### src/sv/bnep_pkg.sv
package bnep_pkg;

   localparam logic [7:0] CODE_DIGIT_LO  = 8'h10;
   localparam logic [7:0] CODE_DIGIT_HI  = 8'h19;
   localparam logic [7:0] CODE_POINT     = 8'h1A;
   localparam logic [7:0] CODE_EXP_ENTER = 8'h1B;
   localparam logic [7:0] CODE_CHG_SIGN  = 8'h1C;

   localparam int RUN_W   = 12;
   localparam int ACCUM_W = 10;
   localparam int EXP_W   = 13;
   localparam int MANT_W  = 40;
   localparam int OUT_DIGITS = 10;

   localparam logic signed [RUN_W-1:0] RUN_MAX   = 12'sh7FF;
   localparam logic signed [RUN_W-1:0] RUN_MIN   = 12'sh800;
   localparam logic signed [RUN_W-1:0] RUN_RESET = -12'sd1;
   localparam logic [ACCUM_W-1:0]      ACCUM_MAX = 10'd999;
   localparam logic signed [EXP_W-1:0] EXP_LIMIT = 13'sd99;
   localparam logic [7:0]              COUNT_MAX = 8'hFF;

   localparam logic [3:0] SIGN_POS = 4'd0;
   localparam logic [3:0] SIGN_NEG = 4'd9;

   typedef enum logic [2:0] {
      OP_DIGIT,
      OP_POINT,
      OP_EXP_ENTER,
      OP_CHG_SIGN,
      OP_TERM
   } op_kind_type;

   typedef struct packed {
      op_kind_type kind;
      logic [3:0]  digit;
   } op_type;

   typedef struct packed {
      logic signed [EXP_W-1:0] exp_val;
      logic                    mant_neg;
      logic [MANT_W-1:0]       mant;
      logic [7:0]              count;
   } result_type;

   // two BCD digits of a value below 100; tens by reciprocal multiply
   function automatic logic [7:0] bin_to_bcd2(input logic [6:0] mag);
      logic [14:0] prod;
      logic [3:0]  tens;
      logic [6:0]  tens_x10;
      logic [6:0]  ones;
      prod     = 15'(mag) * 15'd205;
      tens     = prod[14:11];
      tens_x10 = 7'({tens, 3'b000}) + 7'({tens, 1'b0});
      ones     = mag - tens_x10;
      return {tens, ones[3:0]};
   endfunction

endpackage

### src/sv/bnep_front.sv
module bnep_front (
   input  logic             req_valid,
   input  logic [7:0]       req_prog_byte,
   input  logic             queue_full,
   output logic             req_stall,
   output logic             push,
   output bnep_pkg::op_type push_op
);

   assign req_stall = queue_full;
   assign push      = req_valid && !queue_full;

   always_comb begin
      push_op.digit = req_prog_byte[3:0];
      if (req_prog_byte inside {[bnep_pkg::CODE_DIGIT_LO:bnep_pkg::CODE_DIGIT_HI]}) begin
         push_op.kind = bnep_pkg::OP_DIGIT;
      end else begin
         case (req_prog_byte)
            bnep_pkg::CODE_POINT:     push_op.kind = bnep_pkg::OP_POINT;
            bnep_pkg::CODE_EXP_ENTER: push_op.kind = bnep_pkg::OP_EXP_ENTER;
            bnep_pkg::CODE_CHG_SIGN:  push_op.kind = bnep_pkg::OP_CHG_SIGN;
            default:                  push_op.kind = bnep_pkg::OP_TERM;
         endcase
      end
   end

endmodule

### src/sv/bnep_queue.sv
module bnep_queue (
   input  logic             clock,
   input  logic             reset,
   input  logic             push,
   input  bnep_pkg::op_type push_op,
   input  logic             pop,
   output logic             full,
   output logic             head_valid,
   output bnep_pkg::op_type head_op
);

   bnep_pkg::op_type entries_ff [2];
   logic             wr_ptr_ff;
   logic             rd_ptr_ff;
   logic [1:0]       count_ff;
   logic [1:0]       count_in;

   assign full       = (count_ff == 2'd2);
   assign head_valid = (count_ff != 2'd0);
   assign head_op    = entries_ff[rd_ptr_ff];

   always_comb begin
      case ({push, pop})
         2'b10:   count_in = count_ff + 2'd1;
         2'b01:   count_in = count_ff - 2'd1;
         default: count_in = count_ff;
      endcase
   end

   always_ff @(posedge clock) begin
      if (reset) begin
         wr_ptr_ff <= 1'b0;
         rd_ptr_ff <= 1'b0;
         count_ff  <= 2'd0;
      end else begin
         if (push) wr_ptr_ff <= !wr_ptr_ff;
         if (pop)  rd_ptr_ff <= !rd_ptr_ff;
         count_ff <= count_in;
      end
   end

   always_ff @(posedge clock) begin
      if (push) entries_ff[wr_ptr_ff] <= push_op;
   end

endmodule

### src/sv/bnep_exec.sv
module bnep_exec #(
   parameter int MANT_DIGITS = 10
) (
   input  logic                 clock,
   input  logic                 reset,
   input  logic                 head_valid,
   input  bnep_pkg::op_type     head_op,
   input  logic                 fmt_stall,
   output logic                 pop,
   output logic                 res_valid,
   output bnep_pkg::result_type res
);

   localparam int CNT_W = $clog2(MANT_DIGITS + 1);

   typedef enum logic [1:0] {
      MODE_ZERO,
      MODE_MANT,
      MODE_EXP
   } mode_type;

   mode_type                               mode_ff, mode_in, mode_now;
   logic                                   point_ff, point_in;
   logic [CNT_W-1:0]                       dcount_ff, dcount_in;
   logic [3:0]                             digits_ff [MANT_DIGITS];
   logic [3:0]                             digits_in [MANT_DIGITS];
   logic signed [bnep_pkg::RUN_W-1:0]      run_ff, run_in, run_inc, run_dec;
   logic [bnep_pkg::ACCUM_W-1:0]           accum_ff, accum_in, accum_next;
   logic [13:0]                            accum_prod;
   logic                                   mant_neg_ff, mant_neg_in;
   logic                                   exp_neg_ff, exp_neg_in;
   logic [7:0]                             count_ff, count_in;
   logic [bnep_pkg::MANT_W-1:0]            mant_w;
   logic signed [bnep_pkg::EXP_W-1:0]      run_ext, accum_ext;

   assign pop       = head_valid && !fmt_stall;
   assign res_valid = head_valid && (head_op.kind == bnep_pkg::OP_TERM) && (count_ff != 8'd0);

   assign run_inc = (run_ff == bnep_pkg::RUN_MAX) ? run_ff : run_ff + 12'sd1;
   assign run_dec = (run_ff == bnep_pkg::RUN_MIN) ? run_ff : run_ff - 12'sd1;

   assign accum_prod = 14'({accum_ff, 3'b000}) + 14'({accum_ff, 1'b0}) + 14'(head_op.digit);
   assign accum_next = (accum_prod > 14'(bnep_pkg::ACCUM_MAX)) ? bnep_pkg::ACCUM_MAX
                                                               : accum_prod[9:0];

   // first ten stored digits, leading digit in the top nibble
   for (genvar g = 0; g < bnep_pkg::OUT_DIGITS; g++) begin : g_mant
      if (g < MANT_DIGITS) begin : g_used
         assign mant_w[(bnep_pkg::OUT_DIGITS-1-g)*4 +: 4] = digits_ff[g];
      end else begin : g_pad
         assign mant_w[(bnep_pkg::OUT_DIGITS-1-g)*4 +: 4] = 4'd0;
      end
   end

   assign run_ext   = $signed({run_ff[bnep_pkg::RUN_W-1], run_ff});
   assign accum_ext = $signed({3'b000, accum_ff});

   always_comb begin
      res.exp_val  = exp_neg_ff ? run_ext - accum_ext : run_ext + accum_ext;
      res.mant_neg = mant_neg_ff;
      res.mant     = mant_w;
      res.count    = count_ff;
   end

   always_comb begin
      mode_in     = mode_ff;
      mode_now    = mode_ff;
      point_in    = point_ff;
      dcount_in   = dcount_ff;
      digits_in   = digits_ff;
      run_in      = run_ff;
      accum_in    = accum_ff;
      mant_neg_in = mant_neg_ff;
      exp_neg_in  = exp_neg_ff;
      count_in    = count_ff;
      if (pop) begin
         case (head_op.kind)
            bnep_pkg::OP_DIGIT: begin
               // a nonzero digit ends the leading zeros
               if (mode_ff == MODE_ZERO && head_op.digit != 4'd0) mode_now = MODE_MANT;
               mode_in = mode_now;
               case (mode_now)
                  MODE_MANT: begin
                     if (dcount_ff < CNT_W'(MANT_DIGITS)) begin
                        for (int i = 0; i < MANT_DIGITS; i++) begin
                           if (dcount_ff == CNT_W'(i)) digits_in[i] = head_op.digit;
                        end
                        dcount_in = dcount_ff + CNT_W'(1);
                     end
                     if (!point_ff) run_in = run_inc;
                  end
                  MODE_EXP: accum_in = accum_next;
                  default: begin
                     if (point_ff) run_in = run_dec;
                  end
               endcase
            end
            bnep_pkg::OP_POINT: begin
               if (mode_ff != MODE_EXP) point_in = 1'b1;
            end
            bnep_pkg::OP_EXP_ENTER: begin
               if (mode_ff != MODE_EXP) begin
                  mode_in  = MODE_EXP;
                  accum_in = '0;
                  if (digits_ff[0] == 4'd0) digits_in[0] = 4'd1;
               end
            end
            bnep_pkg::OP_CHG_SIGN: begin
               if (mode_ff == MODE_MANT) mant_neg_in = !mant_neg_ff;
               else                      exp_neg_in  = !exp_neg_ff;
            end
            default: begin
               // terminator: drop everything once a number was started
               if (count_ff != 8'd0) begin
                  mode_in     = MODE_ZERO;
                  point_in    = 1'b0;
                  dcount_in   = '0;
                  for (int i = 0; i < MANT_DIGITS; i++) digits_in[i] = 4'd0;
                  run_in      = bnep_pkg::RUN_RESET;
                  accum_in    = '0;
                  mant_neg_in = 1'b0;
                  exp_neg_in  = 1'b0;
                  count_in    = 8'd0;
               end
            end
         endcase
         if (head_op.kind != bnep_pkg::OP_TERM && count_ff != bnep_pkg::COUNT_MAX) begin
            count_in = count_ff + 8'd1;
         end
      end
   end

   always_ff @(posedge clock) begin
      if (reset) begin
         mode_ff     <= MODE_ZERO;
         point_ff    <= 1'b0;
         dcount_ff   <= '0;
         for (int i = 0; i < MANT_DIGITS; i++) digits_ff[i] <= 4'd0;
         run_ff      <= bnep_pkg::RUN_RESET;
         accum_ff    <= '0;
         mant_neg_ff <= 1'b0;
         exp_neg_ff  <= 1'b0;
         count_ff    <= 8'd0;
      end else begin
         mode_ff     <= mode_in;
         point_ff    <= point_in;
         dcount_ff   <= dcount_in;
         digits_ff   <= digits_in;
         run_ff      <= run_in;
         accum_ff    <= accum_in;
         mant_neg_ff <= mant_neg_in;
         exp_neg_ff  <= exp_neg_in;
         count_ff    <= count_in;
      end
   end

`ifndef SYNTHESIS
   a_dcount_bound: assert property (@(posedge clock) disable iff (reset)
      dcount_ff <= CNT_W'(MANT_DIGITS))
      else $error("digit count past mantissa length");

   a_accum_bound: assert property (@(posedge clock) disable iff (reset)
      accum_ff <= bnep_pkg::ACCUM_MAX)
      else $error("exponent accumulator past saturation");

   a_exp_lead: assert property (@(posedge clock) disable iff (reset)
      mode_ff == MODE_EXP |-> digits_ff[0] != 4'd0)
      else $error("exponent mode with zero leading digit");

   a_zero_mode: assert property (@(posedge clock) disable iff (reset)
      mode_ff == MODE_ZERO |-> dcount_ff == '0)
      else $error("digits stored in leading zero mode");

   a_clear_after: assert property (@(posedge clock) disable iff (reset)
      pop && res_valid |=> count_ff == 8'd0 && mode_ff == MODE_ZERO && !point_ff)
      else $error("state not cleared after a number");
`endif

endmodule

### src/sv/bnep_format.sv
module bnep_format (
   input  logic                 clock,
   input  logic                 reset,
   input  logic                 res_valid,
   input  bnep_pkg::result_type res,
   output logic                 fmt_stall,
   output logic                 rsp_valid,
   input  logic                 rsp_stall,
   output logic                 rsp_range_error,
   output logic [3:0]           rsp_mant_sign,
   output logic [39:0]          rsp_mant_bcd,
   output logic [3:0]           rsp_exp_sign,
   output logic [7:0]           rsp_exp_bcd,
   output logic [7:0]           rsp_bytes_used
);

   logic                              a_valid_ff;
   bnep_pkg::result_type              a_ff;
   logic                              rsp_valid_ff;
   logic                              range_ff, range_in;
   logic [3:0]                        mant_sign_ff, mant_sign_in;
   logic [39:0]                       mant_ff, mant_in;
   logic [3:0]                        exp_sign_ff, exp_sign_in;
   logic [7:0]                        exp_bcd_ff, exp_bcd_in;
   logic [7:0]                        used_ff;
   logic                              b_adv, a_take;
   logic signed [bnep_pkg::EXP_W-1:0] mag_full;

   assign b_adv     = !rsp_valid_ff || !rsp_stall;
   assign a_take    = !a_valid_ff || b_adv;
   assign fmt_stall = !a_take;

   assign mag_full = a_ff.exp_val[bnep_pkg::EXP_W-1] ? -a_ff.exp_val : a_ff.exp_val;

   always_comb begin
      range_in = (a_ff.exp_val > bnep_pkg::EXP_LIMIT) || (a_ff.exp_val < -bnep_pkg::EXP_LIMIT);
      if (range_in) begin
         mant_sign_in = bnep_pkg::SIGN_POS;
         mant_in      = '0;
         exp_sign_in  = bnep_pkg::SIGN_POS;
         exp_bcd_in   = 8'd0;
      end else begin
         mant_sign_in = a_ff.mant_neg ? bnep_pkg::SIGN_NEG : bnep_pkg::SIGN_POS;
         mant_in      = a_ff.mant;
         exp_sign_in  = a_ff.exp_val[bnep_pkg::EXP_W-1] ? bnep_pkg::SIGN_NEG : bnep_pkg::SIGN_POS;
         exp_bcd_in   = bnep_pkg::bin_to_bcd2(mag_full[6:0]);
      end
   end

   always_ff @(posedge clock) begin
      if (reset) begin
         a_valid_ff   <= 1'b0;
         rsp_valid_ff <= 1'b0;
      end else begin
         if (a_take) a_valid_ff   <= res_valid;
         if (b_adv)  rsp_valid_ff <= a_valid_ff;
      end
   end

   always_ff @(posedge clock) begin
      if (a_take && res_valid) a_ff <= res;
      if (b_adv && a_valid_ff) begin
         range_ff     <= range_in;
         mant_sign_ff <= mant_sign_in;
         mant_ff      <= mant_in;
         exp_sign_ff  <= exp_sign_in;
         exp_bcd_ff   <= exp_bcd_in;
         used_ff      <= a_ff.count;
      end
   end

   assign rsp_valid       = rsp_valid_ff;
   assign rsp_range_error = range_ff;
   assign rsp_mant_sign   = mant_sign_ff;
   assign rsp_mant_bcd    = mant_ff;
   assign rsp_exp_sign    = exp_sign_ff;
   assign rsp_exp_bcd     = exp_bcd_ff;
   assign rsp_bytes_used  = used_ff;

endmodule

### src/sv/bcd_number_entry_parser.sv
// Throughput: one program byte per cycle while the result side does not stall.
// A terminator byte passes through the queue slot, the result stage and the output
// stage before rsp_valid rises and its result can be taken.
// Bytes that do not end a number produce no result.
// Reset (synchronous, active high) empties the queue and the output stages and
// returns the entry state to leading-zero mode with exponent -1.
module bcd_number_entry_parser #(
   parameter int MANT_DIGITS = 10
) (
   input  logic        clock,
   input  logic        reset,
   input  logic        req_valid,
   output logic        req_stall,
   input  logic [7:0]  req_prog_byte,
   output logic        rsp_valid,
   input  logic        rsp_stall,
   output logic        rsp_range_error,
   output logic [3:0]  rsp_mant_sign,
   output logic [39:0] rsp_mant_bcd,
   output logic [3:0]  rsp_exp_sign,
   output logic [7:0]  rsp_exp_bcd,
   output logic [7:0]  rsp_bytes_used
);

   logic                 push, pop, queue_full, head_valid, fmt_stall, res_valid;
   bnep_pkg::op_type     push_op, head_op;
   bnep_pkg::result_type res;

   bnep_front u_front (
      .req_valid     (req_valid),
      .req_prog_byte (req_prog_byte),
      .queue_full    (queue_full),
      .req_stall     (req_stall),
      .push          (push),
      .push_op       (push_op)
   );

   bnep_queue u_queue (
      .clock      (clock),
      .reset      (reset),
      .push       (push),
      .push_op    (push_op),
      .pop        (pop),
      .full       (queue_full),
      .head_valid (head_valid),
      .head_op    (head_op)
   );

   bnep_exec #(
      .MANT_DIGITS (MANT_DIGITS)
   ) u_exec (
      .clock      (clock),
      .reset      (reset),
      .head_valid (head_valid),
      .head_op    (head_op),
      .fmt_stall  (fmt_stall),
      .pop        (pop),
      .res_valid  (res_valid),
      .res        (res)
   );

   bnep_format u_format (
      .clock           (clock),
      .reset           (reset),
      .res_valid       (res_valid),
      .res             (res),
      .fmt_stall       (fmt_stall),
      .rsp_valid       (rsp_valid),
      .rsp_stall       (rsp_stall),
      .rsp_range_error (rsp_range_error),
      .rsp_mant_sign   (rsp_mant_sign),
      .rsp_mant_bcd    (rsp_mant_bcd),
      .rsp_exp_sign    (rsp_exp_sign),
      .rsp_exp_bcd     (rsp_exp_bcd),
      .rsp_bytes_used  (rsp_bytes_used)
   );

endmodule

### config.mk
export PLATFORM = sky130hd
export DESIGN_NAME = bcd_number_entry_parser
export DESIGN_NICKNAME = d
export VERILOG_FILES = /design/src/sv/bnep_pkg.sv /design/src/sv/bnep_front.sv /design/src/sv/bnep_queue.sv /design/src/sv/bnep_exec.sv /design/src/sv/bnep_format.sv /design/src/sv/bcd_number_entry_parser.sv
export SDC_FILE = /design/constraint.sdc
export NUM_CORES = 1
export LEC_CHECK = 0
export ABC_AREA = 1
export BUFFER_PORTS_ARGS = -buffer_cell sky130_fd_sc_hd__buf_2
export CELL_PAD_IN_SITES_DETAIL_PLACEMENT = 1
export CELL_PAD_IN_SITES_GLOBAL_PLACEMENT = 1
export CORE_ASPECT_RATIO = 1.1
export CORE_MARGIN = 2
export CORE_UTILIZATION = 30
export CTS_CLUSTER_DIAMETER = 30
export DETAILED_ROUTE_END_ITERATION = 10
export HOLD_SLACK_MARGIN = 0.03
export PLACE_DENSITY_LB_ADDON = 0.1
export SYNTH_ARGS = -nofsm -noshare
export SYNTH_HDL_FRONTEND = slang
export SYNTH_SLANG_ARGS = --single-unit
export TNS_END_PERCENT = 50
### constraint.sdc
create_clock -name clock -period 12.2 [get_ports clock]
set_clock_uncertainty 0.2 [all_clocks]
set_input_delay 2.44 -clock clock [delete_from_list [all_inputs] [get_ports clock]]
set_output_delay 2.44 -clock clock [all_outputs]
set_load 0.05 [all_outputs]
# Yosys cells after proc, flatten, opt, wreduce, memory -nomap -nowiden
# Memory sizes are Yosys's and may differ from the RTL's. A register that Yosys moved wholly into a read port is not among the register bits.
# Index checks and enable logic that the tools add are counted.
# Widths: inputs -> output; s select.
[word_totals]
ff_bits = 212
ramBits = 14
inputBits = 12
out_inout_bits = 67
wordCells = 225
memories = 1
[mem_list]
columns = ["name", "depth", "word_bits", "rd", "rd_ports_with_merged_regs", "wr", "line", "text"]
rows = [
  ["u_queue.entries_ff", 2, 7, 1, 1, 1, "bnep_queue.sv:12", "bnep_pkg::op_type entries_ff [2];"],
]
[op_classes]
add_sub_neg = 13
mul = 1
n_lt_le_gt_ge = 6
n_eq_ne = 51
mux = 60
bitwise = 4
reduce_logical = 56
[op_table]
columns = ["operator", "count"]
rows = [
  ["$mux 40", 3],
  ["$pmux 36 s2", 1],
  ["$mux 4", 17],
  ["$mux 12", 5],
  ["$reduce_and 6->1", 9],
  ["$pmux 12 s2", 2],
  ["$mux 10", 4],
  ["$ne 2x1->1 const B", 16],
  ["$pmux 10 s3", 1],
  ["$eq 12x12->1 const B", 2],
  ["$eq 8x5->1 const B", 3],
  ["$mux 8", 3],
  ["$eq 4x3->1 const B", 4],
  ["$reduce_and 4->1", 4],
  ["$reduce_and 8->1", 2],
  ["$mul 7x8->15 const B", 1],
  ["$add 13x11->14", 1],
  ["$add 14x4->14", 1],
  ["$gt 14x10->1 const B", 1],
  ["$add 12x11->13", 1],
  ["$gt 13x8->1 const B", 1],
  ["$lt 13x8->1 const B", 1],
  ["$mux 13", 1],
  ["$sub 12x11->13", 1],
  ["50 further kinds", 106],
]

# Depth between registers and ports, before layout
# Gate-level depths: netlist of the first run.
[logic_depth]
word_depth = 8
ltp_mapped = 33
depth_no_buf = 33

# Hierarchy
# From an unflattened synthesis of the first run, not the netlist that was laid out.
[unflattened]
cells_unflattened = 1296
hier_area_um2 = 12067.8
[by_module_without_submodules]
columns = ["module", "instances", "cells_each", "area_per_inst_um2", "seq_area_each_um2"]
rows = [
  ["bnep_format", 1, 430, 5621.6, 3673.5],
  ["bnep_exec", 1, 776, 5515.3, 1581.5],
  ["bnep_queue", 1, 55, 762.0, 520.5],
  ["bnep_front", 1, 35, 168.9, 0.0],
]

# Worst setup path after synthesis of the first run
# No wires, ideal clock.
[synth_timing]
path_type = "input -> register"
from = "input port rsp_stall"
to = "register u_format.a_ff[0] in the netlist's numbering, enable pin"
setup_time_ns = 0.484
arrival_ns = 5.672
t_required_ns = 11.516
slack_ns = 5.844
cell_stages = 7
path_buffers = 0
path_cell_list = "nand2_1 inv_1 nand2_1 o21ai_0 clkinv_1 nand3_1 nor2_1"
[synth_via]
elab_chain_cells = 4
[synth_lines]
columns = ["item", "line", "text"]
rows = [
  ["start, declared", "bcd_number_entry_parser.sv:16", "input logic rsp_stall,"],
  ["$logic_not 1->1", "bnep_format.sv:29", "assign b_adv = !rsp_valid_ff || !rsp_stall;"],
  ["$logic_or 1x1->1", "bnep_format.sv:29", ""],
  ["$logic_or 1x1->1", "bnep_format.sv:30", "assign a_take = !a_valid_ff || b_adv;"],
  ["$logic_and 1x1->1", "bnep_format.sv:61", "if (a_take && res_valid) a_ff <= res;"],
  ["end signal, assigned", "bnep_format.sv:61", ""],
  ["end, declared", "bnep_format.sv:18", "bnep_pkg::result_type a_ff;"],
]
# Every way passes these cells.
# A chain may end at the register's enable or synchronous reset.

# Final worst setup path of the first run
[layout_timing]
from = "register u_format.a_ff[49] in the netlist's numbering"
to = "register u_format.exp_bcd_ff[3] (netlist: u_format.rsp_exp_bcd[3]) (data pin)"
[layout_via]
elab_chain_cells = 5
elab_cells_between_ends = 8
classes_between = "add/sub: 3; mul: 1; order compare: 2; mux: 1; reduce/logical: 1"
[layout_lines]
columns = ["item", "line", "text"]
rows = [
  ["$neg 7->7", "bnep_format.sv:33", "assign mag_full = a_ff.exp_val[bnep_pkg::EXP_W-1] ? -a_ff.exp_val : a_ff.exp_val;"],
  ["$mux 7", "bnep_format.sv:33", ""],
  ["$mul 7x8->15", "bnep_pkg.sv:51", "prod = 15'(mag) * 15'd205;"],
  ["$add 4x4->4", "bnep_pkg.sv:53", "tens_x10 = 7'({tens, 3'b000}) + 7'({tens, 1'b0});"],
  ["$sub 4x4->4", "bnep_pkg.sv:54", "ones = mag - tens_x10;"],
  ["end signal, assigned", "bnep_format.sv:67", "exp_bcd_ff <= exp_bcd_in;"],
  ["end, declared", "bnep_format.sv:24", "logic [7:0] exp_bcd_ff, exp_bcd_in;"],
]
# Parallel ways exist; a longest one is shown, timed or not.

==> results of run 1 <==
critical path: cells and delay by family (launching register included):
kind	cells	cell delay [ns]
buffers and inverters	6	0.48
xor gates and xnor gates	1	0.32
adders and majority gates	7	2.25
and+or+nand+nor	13	1.17
DFF	1	0.47
AOI/OAI and AO/OA	4	0.51
stage by stage:
stage / setup slack (ns) / cells / hold WS (ns)
final: 6.531 / 1983 / 0.2164
after global routing: 5.943 / 1983 / 0.2218
after CTS: 6.476 / 1983 / 0.2178
after detailed placement: 6.469 / 1875 / 0.2090
after global placement: 6.538 / 1875 / 0.2061
after floorplan: 5.844 / 1320 / 0.2003
synthesized netlist by cell type, types with 2 or more instances:
master and number:
a211oi_1 2, a21boi_0 2, a21o_1 4, a21oi_1 130
a31oi_1 2, and2_1 2, buf_2 2, buf_4 9
buf_6 4, clkbuf_1 15, dfxtp_1 86, edfxtp_1 135
fa_1 12, ha_1 85, inv_1 200, inv_2 8
nand2_1 266, nand2_2 7, nand3_1 95, nand3_2 2
nand3b_1 4, nand4_1 23, nor2_1 76, nor2_2 4
nor3_1 14, nor3b_1 2, nor4_1 3, o211ai_1 3
o21ai_0 38, o21ai_1 14, o21ai_2 9, o31ai_1 6
or2_2 2, xnor2_1 13, xor2_1 23
kinds of logic (layout without fill, tap and decap cells):
group           count (synthesis)  in the layout  share of synthesized area
compound gates                216            216                     0.1003
xor+xnor                       36             36                    0.02681
fa+ha+maj                      97             97                     0.1109
buf+inv                       240            396                    0.08223
flops                         221            221                     0.4911
other cells                     1              4                  0.0003188
simple gates                  506            506                     0.1884
how the worst max path moves through the flow:
stage,start,endpoint,slack [ns],cells after the start
after floorplan,rsp_stall,u_format.a_ff[0],5.84,7
after global placement,u_format.a_ff[49],u_format.rsp_exp_bcd[3],6.54,31
after detailed placement,u_format.a_ff[49],u_format.rsp_exp_bcd[3],6.47,31
after CTS,u_format.a_ff[49],u_format.rsp_exp_bcd[3],6.48,31
after global routing,u_format.a_ff[49],u_format.rsp_exp_bcd[3],5.94,31
final,u_format.a_ff[49],u_format.rsp_exp_bcd[3],6.53,31
final cells by class:
cell class	instances	area, µm²
flip-flops and latches	221	5776
multi-input cells	859	5045
well taps	507	634.4
fillers	4480	24140
repair buffers	79	407.9
inverters	209	784.5
clock buffers	61	1461
clock inverters	47	648.1
flip-flops by register name, indices dropped and copies added, names as in the netlist, 2 cells and up, named ones only:
name,flops
u_format.a_ff,62
u_queue.count_ff,2
u_exec.count_ff,8
u_format.rsp_bytes_used,8
u_exec.run_ff,12
u_format.rsp_mant_bcd,40
u_queue.entries_ff,14
u_format.rsp_exp_bcd,8
u_exec.dcount_ff,4
u_exec.accum_ff,10
u_exec.mode_ff,2
u_exec.res,40
per-layer routing:
| metal | wire length, µm | track usage | vias up |
|---|---|---|---|
| met5 | 0 | 0 | - |
| met4 | 754 | 0.05712 | 0 |
| met3 | 1004 | 0.02769 | 58 |
| met2 | 13940 | 0.2499 | 142 |
| met1 | 13710 | 0.1884 | 4243 |
| li1 | - | - | 4625 |
report_power, final:
group	switching [mW]	internal [mW]	total (mW)
logic	0.825	0.399	1.22
registers	0.0744	0.890	0.964
clock network	0.485	1.12	1.61
total	1.38	2.41	3.80
==> flow_summary.ini, run 1 <==
[setup_path]
slowest_delay_ns = 0.50
path_common_cell = nand2_1
start_kind = flop
cp_max_fo = 6
crit_type = flop to flop
timing.rr.end = u_format.rsp_exp_bcd[3]
r2r_cells = 31
arrival_ns = 5.79
r2r_start = u_format.a_ff[49]
required_ns = 12.32
cp-end-kind = flop
reg2reg_slack_ns = 6.53
crit_slowest_cell = fa_1

[yosys]
synth_warnings = 0
yosysTopAreaCell = edfxtp_1
synthCells = 1317
avgSynthCellArea_um2 = 8.930
async_flop_share = 0
synth-seq-cells = 221
synth.top_cell.area_share = 0.3447
synthesis.area_um2 = 11760
synth_area_leaders = edfxtp_1, dfxtp_1, ha_1
synthDistinctLibCells = 50
synth_ff_type = edfxtp_1
synth_edf_count = 135
seq_area_frac_synth = 0.4911

[finish]
final_util = 0.3794
final_cell_mix = nand2_1, inv_1, edfxtp_1, a21oi_1, nand3_1
diodes = 0
finalNetCount = 1536
design_area_um2 = 14760
drive_above_1_share = 0.1470
syn2layout_area_growth_pct = 25.47
layout_commonest_cell = nand2_1

[sta]
worst_slew_pin_slew_ns = 0.8288
hold_viol_final = 0
clock.fmax_ghz = 0.1764
finalSetupViolCount = 0
min_period_ns = 5.669
maxSlewHeadroom = 0.4474
rsz0062_at_grt = false
finalMaxSlewViolations = 0
period_share = 0.4647
tns_ns = 0

[detailed_routing]
first_iter_violations = 244
viasPerCell = 4.573
wl_per_cell_um = 14.83
dr.pass1.iters = 4
num_vias = 9068
drc = 0
wl_um = 29400
ant_nets = 0

[floorplanning]
start_util = 0.3024
dieArea_um2 = 40810
io_pins = 79
core_area_um2 = 38890
chipHeight_um = 211.7
die_w_um = 192.8
num_rows = 76

[grt]
grt_pass1_vias = 9340
antenna_found_initial = 0
grt_pass1_wl_um = 48110
grt_remaining_overflow = 0
grt_max_degree = 62
grt_util_all_layers = 0.1487

[hold_path]
hp-class = flop to flop
hp-start = u_format.a_ff[5]
hold_end = u_format.rsp_bytes_used[5]
hold_depth = 0

[place]
gp_congestion = 0.7932
port_buffers = 74
hpwl_um = 21140
dpl_cell_area_um2 = 12650

[cts]
ctsHoldBuffers = 0
cts_buffer_depth = 3
post-cts-setup-buffers = 0
clock_latency_ns = 0.59
cts-resized-gates = 0
clock-sinks = 221
cts_tree = done
clk_pin_slew_ns = 0.05
cts.htree.levels = 2
cts_buffers = 57
cts-root-buf = clkbuf_16

[power_and_ir_drop]
p_total_mw = 3.797
ir_drop_uv = 148.6
leakage_nw = 6.536
p_per_area_nw_per_um2 = 257.3

[status]
outcome = finished clean

[run]
maxCapViolations = 0
(Power assumes the default switching activity.)
==> run 2, diff against run 1 <==
==> constraint.sdc (replaced) <==
create_clock -name clock -period 5.35 [get_ports clock]
set_clock_uncertainty 0.2 [all_clocks]
set_input_delay 1.07 -clock clock [delete_from_list [all_inputs] [get_ports clock]]
set_output_delay 1.07 -clock clock [all_outputs]
set_load 0.05 [all_outputs]
==> flow_summary.ini, run 2 (synthesis gave the netlist of run 1 again) <==
[setup_path]
slowest_delay_ns = 0.48
reg2reg_slack_ns = 0.29
crit_type = flop to flop
start_kind = flop
cp-end-kind = flop
crit_slowest_cell = fa_1
required_ns = 5.46
cp_max_fo = 3
path_common_cell = nand2_1
arrival_ns = 5.17

[finish]
layout_commonest_cell = nand2_1
final_util = 0.3854
n_fill_cell = 4479
largest_reg_flops = 62
diodes = 0
drive_above_1_share = 0.1662
finalNetCount = 1551
final_cell_mix = nand2_1, inv_1, edfxtp_1, a21oi_1, nand3_1
stdcell_count = 1999
regMostFlops = u_format.a_ff
syn2layout_area_growth_pct = 27.44

[power_and_ir_drop]
ir_drop_uv = 304.3
p_int_mw = 5.607
p_clk_frac = 0.422
p_per_area_nw_per_um2 = 586.1
power_frac_seq = 0.250
power_frac_comb = 0.327
switching_power_mw = 3.178
swShare = 0.3617
leakage_nw = 6.615

[cts]
cts.htree.levels = 2
clock_latency_ns = 0.58
cts-root-buf = clkbuf_16
clk_pin_slew_ns = 0.05
cts_buffers = 60
clock-sinks = 221
ctsHoldBuffers = 0
cts_tree = done
cts_buffer_depth = 3

[hold_path]
hp-class = flop to flop

[run]
maxCapViolations = 0

[place]
port_buffers = 74
gp_congestion = 0.7742
hpwl_um = 21160
dp_cells = 1885

[floorplanning]
chipHeight_um = 211.7
num_rows = 76
core_area_um2 = 38890
start_util = 0.3024
die_w_um = 192.8
dieArea_um2 = 40810
io_pins = 79

[sta]
maxSlewHeadroom = 0.4536
finalSetupViolCount = 0
min_period_ns = 5.060
finalMaxSlewViolations = 0
clock.fmax_ghz = 0.1976
tns_ns = 0
worst_slew_pin_slew_ns = 0.8173
hold_viol_final = 0
period_share = 0.9458

[detailed_routing]
num_vias = 9039
first_iter_violations = 285
dr.pass1.iters = 5
wl_um = 29460
drc = 0
ant_nets = 0
wl_per_cell_um = 14.74
viasPerCell = 4.522

[status]
outcome = finished clean

[grt]
grt_pass1_vias = 9425
grt_max_degree = 46
grt_pass1_wl_um = 48050
grt_util_all_layers = 0.1487
grt_remaining_overflow = 0
antenna_found_initial = 0
[run 2: cell types whose count changed in the layout (fill, tap and decap cells not counted), moves of 3 or more]
cell	before	now
inv_1	200	197
inv_2	8	11
clkinv_4	6	10
clkinv_2	7	4
ha_4	0	4
buf_4	5	16
clkbuf_16	57	60
ha_1	85	81
clkbuf_8	2	5
[run 2: path summary, 6_finish.rpt]
path,startpoint,endpoint,depth (start not counted)
max reg2reg,u_format.a_ff[50],u_format.rsp_exp_bcd[3],31
max,u_format.a_ff[50],u_format.rsp_exp_bcd[3],31
min,u_format.a_ff[0],u_format.rsp_bytes_used[0],0
min reg2reg,u_format.a_ff[0],u_format.rsp_bytes_used[0],0
[run 2: layer usage]
layer,up-vias,global-route usage,wire [µm],share of wire
met3,47,0.03316,1162,0.039
met1,4190,0.1862,13900,0.47
met4,0,0.05449,696,0.024
met2,131,0.2494,13700,0.46
met5,-,0,0,0
li1,4671,-,-,-
[run 2: cell type report]
class                   count  area [µm²]  area share
clock buffers              68        1582      0.1055
clock inverters            44       564.3     0.03765
inverters                 209       784.5     0.05234
multi-input cells         859        5137      0.3428
flip-flops and latches    221        5776      0.3853
well taps                 507       634.4     0.04232
repair buffers             91       510.5     0.03406
[run 2: power groups by stage]
stage / combinational, mW / clock [mW] / sequential [mW]
after global routing: 3.35 / 3.89 / 2.22
final: 2.88 / 3.71 / 2.20
after floorplan: 2.11 / 0 / 2.23
after detailed placement: 2.83 / 0 / 2.23
after global placement: 2.81 / 0 / 2.23
after CTS: 2.85 / 3.79 / 2.20
[run 2: repair_timing]
item / 4_1_cts / 5_1_grt
gates resized for setup: 0 / 20
buffers inserted: 0 / 2
endpoints found under the setup margin: 0 / 2
[run 2: metrics by stage]
stage / power, mW / hold slack, ns / cell area [µm²] / setup slack (ns)
2_1_floorplan: 4.341 / 0.2003 / 11770 / 0.1222
3_3_place_gp: 5.034 / 0.2056 / 12730 / 0.06618
3_5_place_dp: 5.062 / 0.2084 / 12730 / 0.02720
4_1_cts: 8.843 / 0.2165 / 14880 / 0.03137
5_1_grt: 9.469 / 0.2227 / 14990 / -0.04631
6_report: 8.784 / 0.2088 / 14990 / 0.2899
[run 2: worst max-delay path, delay by kind of cell, from the launching register on]
family / cells / cell delay [ns]
xor+xnor: 1 / 0.21
simple gates: 13 / 1.09
flops: 1 / 0.39
fa+ha+maj: 7 / 2.05
compound gates: 4 / 0.54
buf+inv: 6 / 0.33
==> run 3, diff against run 2 <==
--- a/config.mk
+++ b/config.mk
@@ -18,5 +18,6 @@
 export PLACE_DENSITY_LB_ADDON = 0.1
 export SYNTH_ARGS = -nofsm -noshare
 export SYNTH_HDL_FRONTEND = slang
+export SYNTH_HIERARCHICAL = 1
 export SYNTH_SLANG_ARGS = --single-unit
 export TNS_END_PERCENT = 50
==> flow_summary.ini, run 3 <==
[grt]
grt_pass1_vias = 9515
grt_pass1_wl_um = 48000
grt_max_degree = 60
grt_remaining_overflow = 0
antenna_found_initial = 1
grt_util_all_layers = 0.1406

[yosys]
synth_compound_area_frac = 0.08834
synthCells = 1296
synth_ff_type = edfxtp_1
synth_edf_count = 135
synthDistinctLibCells = 51
yosys.area_share.simple = 0.2080
synth-seq-cells = 221
synth_fa_ha_area_frac = 0.1080
synthMostInstantiatedCell = nand2_1
avgSynthCellArea_um2 = 9.312
synth_top_family_by_area = simple AND/OR/NAND/NOR gates
synth_mux_area_frac = 0.008709
yosysTopAreaCell = edfxtp_1
synth_warnings = 6
synth.top_cell.area_share = 0.3359
async_flop_share = 0
synthesis.area_um2 = 12070
yosys.area_share.xor_xnor = 0.02602
yosys-top-cells-count = nand2_1, inv_1, edfxtp_1
seq_area_frac_synth = 0.4786
synth_area_leaders = edfxtp_1, dfxtp_1, ha_1

[hold_path]
hold_depth = 0
hp-start = u_exec/res[26]
hp-class = flop to flop

[setup_path]
path_delay_family = adder cells
reg2reg_slack_ns = 0.36
r2r_start = u_format/a_ff[50]
startpoint = u_format/a_ff[50]
required_ns = 5.47
cp-end-kind = flop
slowest_delay_ns = 0.53
r2r_cells = 32
path_common_cell = inv_1
crit_slowest_cell = fa_1
crit_cells = 32
timing.rr.end = u_format/rsp_exp_bcd[3]
arrival_ns = 5.11
critPathBufInv = 9
setup.worst_path.end = u_format/rsp_exp_bcd[3]
cp_max_fo = 5
start_kind = flop
crit_type = flop to flop

[detailed_routing]
num_vias = 8987
viasPerCell = 4.534
drc = 0
wl_um = 28460
wl_per_cell_um = 14.36
dr.pass1.iters = 4
ant_nets = 0
first_iter_violations = 254

[finish]
final_cell_mix = nand2_1, inv_1, edfxtp_1, nor2_1, a21oi_1
layout_commonest_cell = nand2_1
design_area_um2 = 15290
regMostFlops = u_format/a_ff
diodes = 0
drive_above_1_share = 0.2042
syn2layout_area_growth_pct = 26.67
final_util = 0.3823
n_fill_cell = 4529
finalNetCount = 1527
largest_reg_flops = 62

[place]
dpl_cell_area_um2 = 12920
hpwl_um = 20980
port_buffers = 74
gp_congestion = 0.7998

[sta]
worst_slew_pin_slew_ns = 0.8320
hold_viol_final = 0
clock.fmax_ghz = 0.2004
maxSlewHeadroom = 0.4447
finalSetupViolCount = 0
finalMaxSlewViolations = 0
period_share = 0.9326
min_period_ns = 4.989

[cts]
cts_buffer_depth = 3
cts-root-buf = clkbuf_16
cts.htree.levels = 2
cts_tree = done
clk_pin_slew_ns = 0.05
ctsHoldBuffers = 0
cts_buffers = 60
clock-sinks = 221
clock_latency_ns = 0.58

[power_and_ir_drop]
p_total_mw = 9.238
leakage_nw = 6.678
ir_drop_uv = 266.5
p_per_area_nw_per_um2 = 604.3

[floorplanning]
chipHeight_um = 214.4
start_util = 0.3018
io_pins = 79
dieArea_um2 = 41850
die_w_um = 195.2
core_area_um2 = 39980
num_rows = 77

[status]
outcome = finished clean

[run]
maxCapViolations = 0
run 3: cell count changes after synthesis, sizes merged, moves of 8 or more:
cell,previous run,this run
nor2,82,156
buf,16,24
inv,208,196
nand3,97,78
o21ai,61,74
nand2,274,233
a21oi,131,94
run 3: cell type report:
type	instances	area, µm²	area share
flip-flops and latches	221	5776	0.3778
multi-input cells	850	5381	0.3521
clock buffers	76	1652	0.1080
inverters	196	740.7	0.04846
well taps	513	641.9	0.04199
clock inverters	37	611.8	0.04003
repair buffers	89	483.0	0.03160
run 3: per-stage QoR:
stage          setup TNS, ns  worst slack, ns  std cells  hold WS, ns
2_1_floorplan              0           0.3922       1299       0.2003
3_3_place_gp               0           0.2062       1863       0.2050
3_5_place_dp               0           0.1100       1863       0.2057
4_1_cts                    0          0.06967       1976       0.2128
5_1_grt             -0.03091         -0.03091       1982       0.2268
6_report                   0           0.3606       1982       0.2114
run 3: cells by family (layout without fill, tap and decap cells):
kind of cell               after synthesis  in the layout
and+or+nand+nor                        514            514
adders and majority gates               97             97
xor gates and xnor gates                35             35
AOI/OAI and AO/OA                      193            193
DFF                                    221            221
muxes                                    7              7
other                                    1              4
buffers and inverters                  228            398
run 3: report_power, final:
group,internal (mW),switching (mW),leakage [nW]
Combinational,1.04,1.86,3.67
Sequential,2.17,0.213,1.92
Clock,2.92,1.03,1.09
run 3: worst min path at each step:
stage | to
floorplan | u_format/rsp_bytes_used[0]
global placement | u_format/rsp_bytes_used[6]
detailed placement | u_format/rsp_bytes_used[1]
CTS | u_format/a_ff[26]
global route | u_format/a_ff[26]
finish | u_format/a_ff[26]
run 3: layer usage:
layer  up-vias  share of wire  global-route usage
li1       4580              -                   -
met1      4244           0.46              0.1745
met2       130           0.49              0.2445
met3        33          0.034             0.02532
met4         0          0.018             0.04962
met5         -              0                   0
run 3: repair_timing:
item                                    4_1_cts  5_1_grt
endpoints found under the setup margin        0        2
setup buffers                                 0        6
gates resized for setup                       0       14
